$ cat src/rtl/core/tfna_pkg.sv
`timescale 1ns / 1ps
// Shared types and constants for the triangle face normal assignment block.
// No dependencies; used by every module under rtl/core.
package tfna_pkg;

  localparam int unsigned CAPACITY_DEF = 65536;
  localparam int unsigned IDX_W        = 17;
  localparam int unsigned COORD_W      = 16;
  localparam int unsigned DIFF_W       = 17;
  localparam int unsigned CROSS_W      = 34;
  localparam int unsigned MAG_W        = 33;
  localparam int unsigned SQ_W         = 66;
  localparam int unsigned LEN_W        = 68;
  localparam int unsigned ACC_W        = 102;
  localparam int unsigned BACC_W       = 84;
  localparam int unsigned ROOT_W       = 15;
  localparam int unsigned IN_W         = 200;
  localparam int unsigned OUT_W        = 104;

  typedef enum logic [2:0] {
    ST_IDLE,
    ST_MUL,
    ST_SUM,
    ST_ROOT,
    ST_DONE
  } state_t;

  // One multiplier step per code: cross-product terms, then partial squares.
  typedef enum logic [3:0] {
    SP_NX_A, SP_NX_B, SP_NY_A, SP_NY_B, SP_NZ_A, SP_NZ_B,
    SP_X_LL, SP_X_HL, SP_X_HH,
    SP_Y_LL, SP_Y_HL, SP_Y_HH,
    SP_Z_LL, SP_Z_HL, SP_Z_HH
  } step_t;

  localparam logic [3:0] MUL_LAST  = 4'd14;
  localparam logic [3:0] ROOT_LAST = 4'd14;

  typedef struct packed {
    logic       load;
    logic       mul_en;
    step_t      mul_step;
    logic       acc_en;
    step_t      acc_step;
    logic       sum_en;
    logic       root_en;
    logic [3:0] root_bit;
  } cmd_t;

endpackage

$ cat src/rtl/core/tfna_ctrl.sv
`timescale 1ns / 1ps
// Sequencing state machine for the face normal block.
// Depends on tfna_pkg; drives the command struct of tfna_dp.
module tfna_ctrl
  import tfna_pkg::*;
(
  input  logic clk,
  input  logic rst,
  input  logic in_fire,
  input  logic in_need,
  input  logic out_free,
  output logic in_ready,
  output logic done_load,
  output cmd_t cmd
);

  state_t     state, state_next;
  logic [3:0] cnt, cnt_next;

  always_ff @(posedge clk) begin
    if (rst) begin
      state <= ST_IDLE;
      cnt   <= '0;
    end else begin
      state <= state_next;
      cnt   <= cnt_next;
    end
  end

  always_comb begin
    state_next   = state;
    cnt_next     = cnt;
    in_ready     = 1'b0;
    done_load    = 1'b0;
    cmd          = '0;
    cmd.mul_step = step_t'(cnt);
    cmd.acc_step = step_t'(cnt - 4'd1);
    cmd.root_bit = ROOT_LAST - cnt;
    unique case (state)
      ST_IDLE: begin
        in_ready = 1'b1;
        cmd.load = in_fire;
        cnt_next = '0;
        if (in_fire) begin
          state_next = in_need ? ST_MUL : ST_DONE;
        end
      end
      ST_MUL: begin
        // Multiply issues on counts 0..14; each product accumulates in the cycle after it issues.
        cmd.mul_en = (cnt <= MUL_LAST);
        cmd.acc_en = (cnt != 4'd0);
        if (cnt > MUL_LAST) begin
          state_next = ST_SUM;
          cnt_next   = '0;
        end else begin
          cnt_next = cnt + 4'd1;
        end
      end
      ST_SUM: begin
        cmd.sum_en = 1'b1;
        state_next = ST_ROOT;
      end
      ST_ROOT: begin
        cmd.root_en = 1'b1;
        if (cnt == ROOT_LAST) begin
          state_next = ST_DONE;
          cnt_next   = '0;
        end else begin
          cnt_next = cnt + 4'd1;
        end
      end
      ST_DONE: begin
        done_load = out_free;
        if (out_free) begin
          state_next = ST_IDLE;
        end
      end
      default: state_next = ST_IDLE;
    endcase
  end

endmodule

$ cat config.mk
export PLATFORM = sky130hd
export DESIGN_NAME = tfna_ctrl
export DESIGN_NICKNAME = d
export VERILOG_FILES = /design/src/rtl/core/tfna_pkg.sv /design/src/rtl/core/tfna_ctrl.sv
export SDC_FILE = /design/constraint.sdc
export NUM_CORES = 1
export LEC_CHECK = 0
export ABC_AREA = 1
export BUFFER_PORTS_ARGS = -buffer_cell sky130_fd_sc_hd__buf_2
export CAP_MARGIN = 0
export CORE_UTILIZATION = 45
export CTS_CLUSTER_DIAMETER = 150
export DETAILED_ROUTE_END_ITERATION = 10
export GPL_TIMING_DRIVEN = 0
export PLACE_DENSITY = 0.78
export SYNTH_ARGS = -nofsm -noshare
export SYNTH_HDL_FRONTEND = slang
export SYNTH_SLANG_ARGS = --single-unit
$ cat constraint.sdc
create_clock -name clk -period 3 [get_ports clk]
set_input_delay 0.15 -clock clk [delete_from_list [all_inputs] [get_ports clk]]
set_output_delay 0.15 -clock clk [all_outputs]
set_load 0.01 [all_outputs]
### Word-level counts from Yosys, hierarchy flattened

Cells that the tools add are included.

| cells by class | value |
|---|---|
| reductions and logical operators | 4 |
| mux-type cells | 16 |
| order comparisons | 2 |
| add/sub/neg operators | 3 |
| eq/ne operators | 9 |

Operators with widths:

| cell | number |
|---|---|
| $mux W3 | 5 |
| $pmux W3 S5 | 1 |
| $pmux W4 S3 | 1 |
| $mux W4 | 2 |
| $ne A2 B2 Y1 const B | 4 |
| $mux W1 | 7 |
| $eq A3 B2 Y1 const B | 2 |
| $add A4 B1 Y4 const B | 1 |
| $eq A4 B4 Y1 const B | 1 |
| $gt A4 B4 Y1 const B | 1 |
| $le A4 B4 Y1 const B | 1 |
| $reduce_and A4 Y1 | 1 |
| $reduce_bool A4 Y1 | 1 |
| $sub A4 B1 Y4 const B | 1 |
| $sub A4 B4 Y4 const A | 1 |
| $eq A3 B1 Y1 const B | 1 |
| $eq A3 B3 Y1 const B | 1 |
| $logic_not A3 Y1 | 1 |
| $reduce_bool A3 Y1 | 1 |

| storage, ports and cells | value |
|---|---|
| output and inout bits | 19 |
| word-level logic and storage cells | 36 |
| flip-flop bits (word level) | 7 |
| input port bits | 5 |

### Depth between registers and ports, before layout

Gate-level depths: netlist of run 1.

| logic depth | value |
|---|---|
| depth after elaboration | 3 |
| depth in mapped cells | 9 |
| depth with buffers taken out | 9 |

### Least setup slack after synthesis of run 1

Ideal clock, no wire load.

| timing path | value |
|---|---|
| path type | register to register |
| from | register cnt[0] |
| to | register state[2] |
| period minus slack after synthesis | 1.359 ns |
| setup time | 0.113 ns |
| arrival | 1.246 ns |
| path buffers | 0 |
| cell stages (with the launch flop) | 9 |
| path slack | 1.641 ns |
| required time | 2.887 ns |
| cell sequence | dfxtp_1 inv_1 ha_1 nand3_1 nand2_2 nand2_2 nor2_4 nor2_1 nor2_1 |

| on the way | value |
|---|---|
| word-level cells in the longest chain between the ends | 3 |
| elaborated cells between the ends (all ways) | 5 |
| classes of those cells | 1 x order compare; 3 x eq/ne; 1 x reduce/logical |

RTL lines:

| element | line | text |
|---|---|---|
| start: declaration | tfna_ctrl.sv:18 | `logic [3:0] cnt, cnt_next;` |
| start signal: assignment | tfna_ctrl.sv:26 | `cnt <= cnt_next;` |
| $gt A4 B4 Y1 / $eq A4 B4 Y1 (equally long branches) | tfna_ctrl.sv:52, tfna_ctrl.sv:65 |  |
| $ne A2 B2 Y1 (no source line) | - |  |
| $reduce_and A4 Y1 (no source line) (*) | - |  |
| end signal: assignment | tfna_ctrl.sv:25 | `state <= state_next;` |
| end: declaration | tfna_ctrl.sv:17 | `state_t state, state_next;` |

Every way passes the cells marked *; elsewhere a longest branch is shown, timed or not.
A chain may end at the register's enable or synchronous reset.

==> results by group, run 1 <==
Yosys
  • Cells after Synth: 100
  • Mapped Nets: 108
  • Avg Cell Area, Syn: 6.31 sq um
  • Ys Warns: 0
  • Post-synth top area share: 22.2%
  • Top post-synthesis cells by area: dfxtp_1, inv_1, nand3_1, nand2_1, ha_1
  • Largest area contributor in the synthesized netlist: dfxtp_1
  • Sequential-to-total area share from yosys stat: 22.2%
  • Synth Register Bits: 7
  • Cell Area, Synth: 631 sq um
  • Synth cell types: 21

STA
  • TNS Setup: 0 ns
  • Slew Limit Fails: 0
  • RSZ-0062 raised after global routing: no
  • Max Clk Rate: 628 MHz
  • Final hold violation count: 0
  • Relative slew slack: 78.5%
  • Setup violations, final: 0
  • Period minus WS final: 1.59 ns
  • Worst Skew: 0.000938 ns
  • Slew @ Worst Pin: 0.323 ns
  • Fin crit share: 53.1%

Clock network
  • Root cell of the clock tree: clkbuf_4
  • CTS tree: yes
  • Clk pin slew, worst setup/hold paths: 0.05 ns
  • Worst skew pair latency: 0.25 ns
  • TritonCTS Sinks: 7
  • TritonCTS buffer count: 3
  • Post-CTS setup buffer count: 0
  • Post-CTS Hold Fix Bufs: 0
  • Post-CTS Resized: 0
  • Total number of H-tree levels: 1
  • CTS Buffer Depth: 2

GRT
  • Vias in the first global route: 480
  • Largest net degree at the start of global routing: 9
  • GR Overflow Total: 0
  • Initial antenna violation count: 0
  • Gr usage total: 19.3%
  • First-pass GRT wire length: 1.97 mm

Floorplanning
  • Core Area: 1300 sq um
  • Die Footprint: 1560 sq um
  • Die Wd: 39.4 um
  • Io pins: 24
  • Die Y: 39.4 um
  • Initial cell density of the core: 48.5%
  • Rows: 13

Layout
  • Share of layout cells above drive strength 1: 34.6%
  • Layout area overhead: 25.4%
  • Non-Filler Instances: 142
  • Fin area: 791 sq um
  • Antenna cells: 0
  • Fill cell count: 131
  • Multi-input gate area: 359 sq um
  • FF+latch area: 140 sq um
  • Post-layout nets: 136

Routing
  • Drt wl/cell: 9.20 um
  • 1st-iter DRT viols: 10
  • DRT antenna net count: 0
  • Detailed Route WL: 1.31 mm
  • Remaining DRCs: 0
  • Via density: 4.60
  • Via count: 653
  • TritonRoute pass-1 iters: 4

Run status
  • Run status: complete, no violations

Placement
  • Port Buf Inserts: 23
  • Placed cell area: 764 sq um
  • Inst Count DP: 138
  • Gpl congestion: 0.754
  • Post-DP HPWL: 1.06 mm

Setup path
  • CP Launch Type: flip-flop
  • Critical path class: reg2out
  • WP data arrival: 1.44 ns
  • CP required: 2.85 ns
  • CP max FO: 6
  • Critical path endpoint category: output port

Run
  • Max cap viols: 0

Pwr
  • Maximum VDD drop: 508 uV
  • Pwr/cell area: 807 nW/um^2
  • P_leak: 0.440 nW

Min path
  • Min-delay worst type: in2reg
[cells in the mapped netlist, drive strengths merged]
cell type / number
a31oi: 2
nor2: 12
o21ai: 1
ha: 3
o211ai: 1
inv: 26
xor2: 4
nand2: 20
nor3: 1
a21oi: 4
dfxtp: 7
nor4: 1
nand3: 14
buf: 4
[layer usage]
metal  vias to the layer above  global-route usage [%]  wire (um)
met5                         -                       0          0
met3                         4                    3.41         34
li1                        354                       -          -
met2                        11                    27.5        583
met1                       284                    25.8        663
met4                         0                    12.9         26
[worst max-delay path, stage by stage, from the launching register on]
cell and delay [ns]:
dfxtp_1 0.40, inv_1 0.14, ha_1 0.35, inv_1 0.06, buf_4 0.12, buf_2 0.13
[sequential cells by signal, summed over array words and instances, names as in the netlist]
register,count
cnt,4
state,3
[cell type report]
type	instances	share of cell area (%)
multi-input combinational	63	45.4
sequential	7	17.7
timing repair buffer	23	14.6
inverter	26	12.3
buffer	4	4.27
clock buffer	4	3.32
tap	15	2.37
[cells by family (layout without fill, tap and decap cells)]
logic type	Yosys count	count (layout)	share of synthesized area (%)
and+or+nand+nor	48	48	37.1
buffers and inverters	30	57	20.8
AOI/OAI and AO/OA	8	8	8.33
DFF	7	7	22.2
xor gates and xnor gates	4	4	5.55
adders and majority gates	3	3	5.95
[layout by cell type, fill, tap and decap left out, types with 2 or more instances in the layout]
master | Yosys | layout
a31oi_1 | 2 | 2
nor2_1 | 9 | 9
nor2_2 | 2 | 2
inv_2 | 3 | 3
nand2_1 | 16 | 16
ha_1 | 3 | 3
buf_4 | 3 | 3
xor2_1 | 4 | 4
clkbuf_4 | 0 | 3
a21oi_2 | 2 | 2
dfxtp_1 | 7 | 7
nand3_1 | 13 | 13
a21oi_1 | 2 | 2
nand2_2 | 4 | 4
inv_1 | 23 | 23
buf_2 | 0 | 23
[power by group]
part | internal (mW) | leakage [nW] | switching [mW]
registers | 0.115 | 0.0573 | 0.0284
logic | 0.166 | 0.368 | 0.242
clock network | 0.0508 | 0.0150 | 0.0352
[final timing paths]
kind	slack (ns)	endpoint	start	depth (start not counted)
max	1.41	cmd[7]	cnt[0]	5
min	0.08	cnt[3]	rst	2
min reg2reg	0.54	cnt[3]	cnt[3]	2
max reg2reg	1.62	state[1]	cnt[0]	9
[through the flow]
stage | total power [mW] | utilization [%] | hold slack (ns) | setup slack, ns
finish | 0.638 | 60.8 | 0.0804 | 1.41
global route | 0.709 | 60.8 | 0.0745 | 1.26
CTS | 0.645 | 60.8 | 0.0664 | 1.39
detailed placement | 0.553 | 58.8 | 0.343 | 1.62
global placement | 0.546 | 58.8 | 0.346 | 1.64
floorplan | 0.436 | - | 0.212 | 1.64
No activity file was read; power rests on OpenSTA's default activity.
==> run 2, diff against run 1 <==
--- a/config.mk
+++ b/config.mk
@@ -5,14 +5,15 @@
 export SDC_FILE = /design/constraint.sdc
 export NUM_CORES = 1
 export LEC_CHECK = 0
-export ABC_AREA = 1
+export ABC_AREA = 0
 export BUFFER_PORTS_ARGS = -buffer_cell sky130_fd_sc_hd__buf_2
 export CAP_MARGIN = 0
-export CORE_UTILIZATION = 45
+export CORE_AREA = 2 2 39 41
 export CTS_CLUSTER_DIAMETER = 150
 export DETAILED_ROUTE_END_ITERATION = 10
+export DIE_AREA = 0 0 41 43
 export GPL_TIMING_DRIVEN = 0
-export PLACE_DENSITY = 0.78
+export PLACE_DENSITY = 0.73
 export SYNTH_ARGS = -nofsm -noshare
 export SYNTH_HDL_FRONTEND = slang
 export SYNTH_SLANG_ARGS = --single-unit
==> constraint.sdc (replaced) <==
create_clock -name clk -period 1.5 [get_ports clk]
set_input_delay 0.075 -clock clk [delete_from_list [all_inputs] [get_ports clk]]
set_output_delay 0.075 -clock clk [all_outputs]
set_load 0.01 [all_outputs]
==> results by group, run 2 <==
Floorplanning
  • Die Y: 43 um
  • Io pins: 24
  • Rows: 14
  • Die Footprint: 1760 sq um
  • Die Wd: 41 um
  • Initial cell density of the core: 38.0%
  • Core Area: 1380 sq um

Clock network
  • Total number of H-tree levels: 1
  • Clk pin slew, worst setup/hold paths: 0.05 ns
  • TritonCTS Sinks: 7
  • Worst skew pair latency: 0.25 ns
  • CTS tree: yes
  • Root cell of the clock tree: clkbuf_4
  • CTS Buffer Depth: 2
  • TritonCTS buffer count: 3

Yosys
  • Post-synth EDFFs: 0
  • Top post-synthesis cells by area: dfxtp_1, nor3_1, ha_1, nor2_1, xnor2_1
  • Ys async rst share: 0%
  • Post-synth top area share: 26.7%
  • Sequential-to-total area share from yosys stat: 26.7%
  • Synth cell types: 28
  • Largest area contributor in the synthesized netlist: dfxtp_1
  • Mapped Nets: 77
  • Count leader, synth: nor3_1
  • Predominant post-synthesis flop cell: dfxtp_1
  • Cells after Synth: 69
  • Synth Register Bits: 7
  • Cell Area, Synth: 526 sq um
  • Avg Cell Area, Syn: 7.62 sq um
  • Synth cell count leaders: nor3_1, dfxtp_1, nor2_1, inv_1, a21oi_1
  • Ys Warns: 0

Run status
  • Run status: complete, no violations

STA
  • RSZ-0062 raised after global routing: yes
  • Setup violations, final: 0
  • Period minus WS final: 1.48 ns
  • Worst setup margin: 0.0158 ns
  • TNS Setup: 0 ns
  • Worst Skew: 0.00263 ns
  • Worst hold-check slack: 0.0745 ns
  • Slew @ Worst Pin: 0.608 ns
  • Max Clk Rate: 674 MHz
  • Fin crit share: 98.9%
  • Relative slew slack: 59.3%
  • Slew Limit Fails: 0
  • Final hold violation count: 0

Routing
  • Drt wl/cell: 11.3 um
  • Remaining DRCs: 0
  • Via count: 598
  • TritonRoute pass-1 iters: 4
  • Via density: 5.16
  • Detailed Route WL: 1.31 mm
  • 1st-iter DRT viols: 5
  • DRT antenna net count: 0

Setup path
  • Levels on crit path: 6
  • Critical path endpoint category: flip-flop
  • CP Launch Type: flip-flop
  • R2R Path Start: cnt[0]
  • CP max stage cell: or4_4
  • WP data arrival: 1.67 ns
  • Max incr delay on CP: 0.41 ns
  • CP Buf/Inv Count: 1
  • Register-to-register setup slack: 0.02 ns
  • Crit-path leading delay family: simple AND/OR/NAND/NOR gates
  • Reg-to-reg endpoint: state[2]
  • Setup crit start: cnt[0]
  • Critical-path cell list: inv_4 -> ha_4 -> nand4_1 -> o211a_1 -> or4_4 -> a21oi_2
  • R2R depth: 6
  • CP required: 1.69 ns
  • Critical path class: reg2reg
  • CP max FO: 7
  • Worst setup path endpoint: state[2]

Layout
  • Fin area: 773 sq um
  • Largest Register: cnt
  • Antenna cells: 0
  • Leading cell type in the layout, fill and taps excluded: buf_2
  • FF+latch area: 148 sq um
  • Multi-input gate area: 372 sq um
  • Largest regs: cnt x4, state x3
  • Fill cell count: 140
  • Max reg flops: 4
  • Post-layout nets: 109
  • Fin util: 55.9%
  • Most frequent cells in the layout: buf_2, nor3_1, nor2_1
  • Share of layout cells above drive strength 1: 45.0%
  • Non-Filler Instances: 116
  • Layout area overhead: 47.1%

Placement
  • Port Buf Inserts: 23
  • Post-DP HPWL: 960 um
  • Placed cell area: 699 sq um
  • Gpl congestion: 0.752
  • Inst Count DP: 108
  • Setup slack at placement: -0.0466 ns

GRT
  • First-pass GRT wire length: 2.01 mm
  • Gr usage total: 17.2%
  • Vias in the first global route: 500
  • Largest net degree at the start of global routing: 11
  • Initial antenna violation count: 0
  • GR Overflow Total: 0

Pwr
  • Pwr/cell area: 718 nW/um^2
  • Maximum VDD drop: 327 uV
  • Power, Total: 0.555 mW
  • P_leak: 0.339 nW

Min path
  • Min-delay worst type: in2reg

Run
  • Max cap viols: 0
## run 2: worst min-delay path by stage
stage / start / endpoint / slack [ns] / cells after the start
after floorplan: rst / cnt[1] / 0.14 / 1
after global placement: rst / cnt[0] / 0.34 / 2
after detailed placement: rst / cnt[0] / 0.34 / 2
after CTS: rst / cnt[0] / 0.07 / 2
after global routing: rst / state[2] / 0.07 / 2
final: rst / state[2] / 0.07 / 2
## run 2: area by class of cell
| cell class | instances | share of cell area [%] |
|---|---|---|
| plain buffers | 6 | 5.34 |
| repair buffers | 27 | 18.8 |
| flip-flops and latches | 7 | 19.1 |
| well taps | 16 | 2.59 |
| multi-input cells | 51 | 48.1 |
| inverters | 5 | 2.75 |
| clock buffers | 4 | 3.40 |
## run 2: what timing repair did
action	CTS	global route
hold buffers	0	0
gates resized for setup	2	7
setup endpoints to repair	3	4
pin swaps	2	0
setup buffers	1	3
## run 2: kinds of logic after synthesis
| kind of cell | after synthesis | synth area share (%) |
|---|---|---|
| flops | 7 | 26.7 |
| simple gates | 31 | 31.4 |
| compound gates | 13 | 18.1 |
| xor+xnor | 4 | 6.67 |
| buf+inv | 11 | 10.0 |
| fa+ha+maj | 3 | 7.14 |
## run 2: per-layer routing
| layer | vias to the layer above | global-route usage [%] | wire, um |
|---|---|---|---|
| met3 | 4 | 3.14 | 79 |
| met4 | 0 | 14.0 | 36 |
| met2 | 25 | 24.4 | 595 |
| li1 | 307 | - | - |
| met1 | 262 | 21.3 | 597 |
| met5 | - | 0 | 0 |
## run 2: where the power goes
part	internal [mW]	switching (mW)	leakage, nW
clock network	0.102	0.0700	0.0150
logic	0.0822	0.0950	0.266
registers	0.194	0.0127	0.0583
total	0.378	0.178	0.339
==> run 3, diff against run 2 <==
--- a/config.mk
+++ b/config.mk
@@ -8,12 +8,12 @@
 export ABC_AREA = 0
 export BUFFER_PORTS_ARGS = -buffer_cell sky130_fd_sc_hd__buf_2
 export CAP_MARGIN = 0
-export CORE_AREA = 2 2 39 41
+export CORE_UTILIZATION = 25
 export CTS_CLUSTER_DIAMETER = 150
 export DETAILED_ROUTE_END_ITERATION = 10
-export DIE_AREA = 0 0 41 43
 export GPL_TIMING_DRIVEN = 0
-export PLACE_DENSITY = 0.73
+export PLACE_DENSITY = 0.52
+export SLEW_MARGIN = 15
 export SYNTH_ARGS = -nofsm -noshare
 export SYNTH_HDL_FRONTEND = slang
 export SYNTH_SLANG_ARGS = --single-unit
==> results by group, run 3 (synthesis gave the netlist of run 2 again) <==
Placement
  • Port Buf Inserts: 23
  • Setup slack at placement: -0.0421 ns
  • Gpl congestion: 0.705
  • Post-DP HPWL: 1.00 mm

Routing
  • TritonRoute pass-1 iters: 4
  • Via density: 4.69
  • 1st-iter DRT viols: 9
  • Remaining DRCs: 0
  • Detailed Route WL: 1.32 mm
  • Via count: 596
  • DRT antenna net count: 0
  • Drt wl/cell: 10.4 um

Floorplanning
  • Io pins: 24
  • Die Y: 47.8 um
  • Die Footprint: 2290 sq um
  • Initial cell density of the core: 26.8%
  • Die Wd: 47.8 um
  • Core Area: 1960 sq um
  • Rows: 16

Layout
  • Antenna cells: 0
  • Post-layout nets: 109
  • Largest Register: cnt
  • Most frequent cells in the layout: buf_2, nor3_1, nor2_1
  • Leading cell type in the layout, fill and taps excluded: buf_2
  • Layout area overhead: 51.4%
  • Largest regs: cnt x4, state x3
  • Share of layout cells above drive strength 1: 44.0%
  • Max reg flops: 4

STA
  • Period minus WS final: 1.46 ns
  • Worst Skew: 0.00217 ns
  • Worst setup margin: 0.0445 ns
  • RSZ-0062 raised after global routing: yes
  • Setup violations, final: 0
  • Final hold violation count: 0
  • Slew @ Worst Pin: 0.584 ns
  • Slew Limit Fails: 0
  • Relative slew slack: 60.9%
  • Max Clk Rate: 687 MHz
  • Fin crit share: 97.0%

Clock network
  • CTS Buffer Depth: 2
  • Worst skew pair latency: 0.25 ns
  • Root cell of the clock tree: clkbuf_4
  • Post-CTS Hold Fix Bufs: 0
  • Total number of H-tree levels: 1
  • TritonCTS buffer count: 3
  • CTS tree: yes
  • TritonCTS Sinks: 7
  • Clk pin slew, worst setup/hold paths: 0.05 ns

Pwr
  • P_leak: 0.340 nW
  • Pwr/cell area: 693 nW/um^2
  • Maximum VDD drop: 265 uV
  • Power, Total: 0.551 mW

Setup path
  • Critical path endpoint category: flip-flop
  • Register-to-register setup slack: 0.04 ns
  • WP data arrival: 1.65 ns
  • CP required: 1.69 ns
  • CP max FO: 7
  • Critical path class: reg2reg
  • CP Launch Type: flip-flop

Min path
  • Min-delay worst type: in2reg

Run
  • Max cap viols: 0

GRT
  • Gr usage total: 12.2%
  • GR Overflow Total: 0
  • Initial antenna violation count: 0
  • Vias in the first global route: 432
  • Largest net degree at the start of global routing: 11
  • First-pass GRT wire length: 1.94 mm

Run status
  • Run status: complete, no violations
-- run 3: path summary, 6_finish.rpt --
kind	startpoint	to	cells after the start
worst max register to register	cnt[1]	state[2]	5
worst min register to register	cnt[1]	cnt[1]	2
worst max-delay path	cnt[1]	state[2]	5
worst min-delay path	rst	state[2]	2
-- run 3: what timing repair did --
item | 4_1_cts | 5_1_grt
setup endpoints to repair | 4 | 5
setup buffers | 1 | 3
pin swaps | 2 | 2
resized for setup | 2 | 11
-- run 3: final cells by class --
| type | count | area (sq um) |
|---|---|---|
| buffer | 6 | 46.3 |
| clock buffer | 4 | 26.3 |
| fill | 224 | 1170 |
| inverter | 5 | 21.3 |
| multi-input combinational | 51 | 375 |
| sequential | 7 | 148 |
| tap | 27 | 33.8 |
| timing repair buffer | 27 | 145 |
-- run 3: worst max-delay path, cell delays in order, from the launching register on --
cell and delay [ns]:
dfxtp_4 0.40, ha_4 0.17, nand3_4 0.07, o211a_1 0.23, or4_1 0.41, a21oi_2 0.12
-- run 3: power breakdown --
part           leakage [nW]  internal, mW  switching, mW
Combinational         0.266        0.0802         0.0946
Sequential           0.0583         0.194         0.0110
Clock                0.0150         0.102         0.0702
-- run 3: metal layers --
layer	up-vias	global-route usage [%]	part of all wire, %
met3	2	2.26	2.9
li1	309	-	-
met4	0	6.67	1.3
met5	-	0	0
met1	269	17.8	52
met2	16	16.5	44
-- run 3: through the flow --
stage / util (%) / instances / instance area [sq um] / hold slack (ns) / TNS (ns)
after floorplan: - / 69 / 564 / 0.138 / 0
after global placement: 36.4 / 119 / 713 / 0.343 / -0.0542
after detailed placement: 36.4 / 119 / 713 / 0.344 / -0.0421
after CTS: 38.2 / 124 / 749 / 0.0780 / 0
after global routing: 40.6 / 127 / 796 / 0.0782 / -0.0265
final: 40.6 / 127 / 796 / 0.0685 / 0
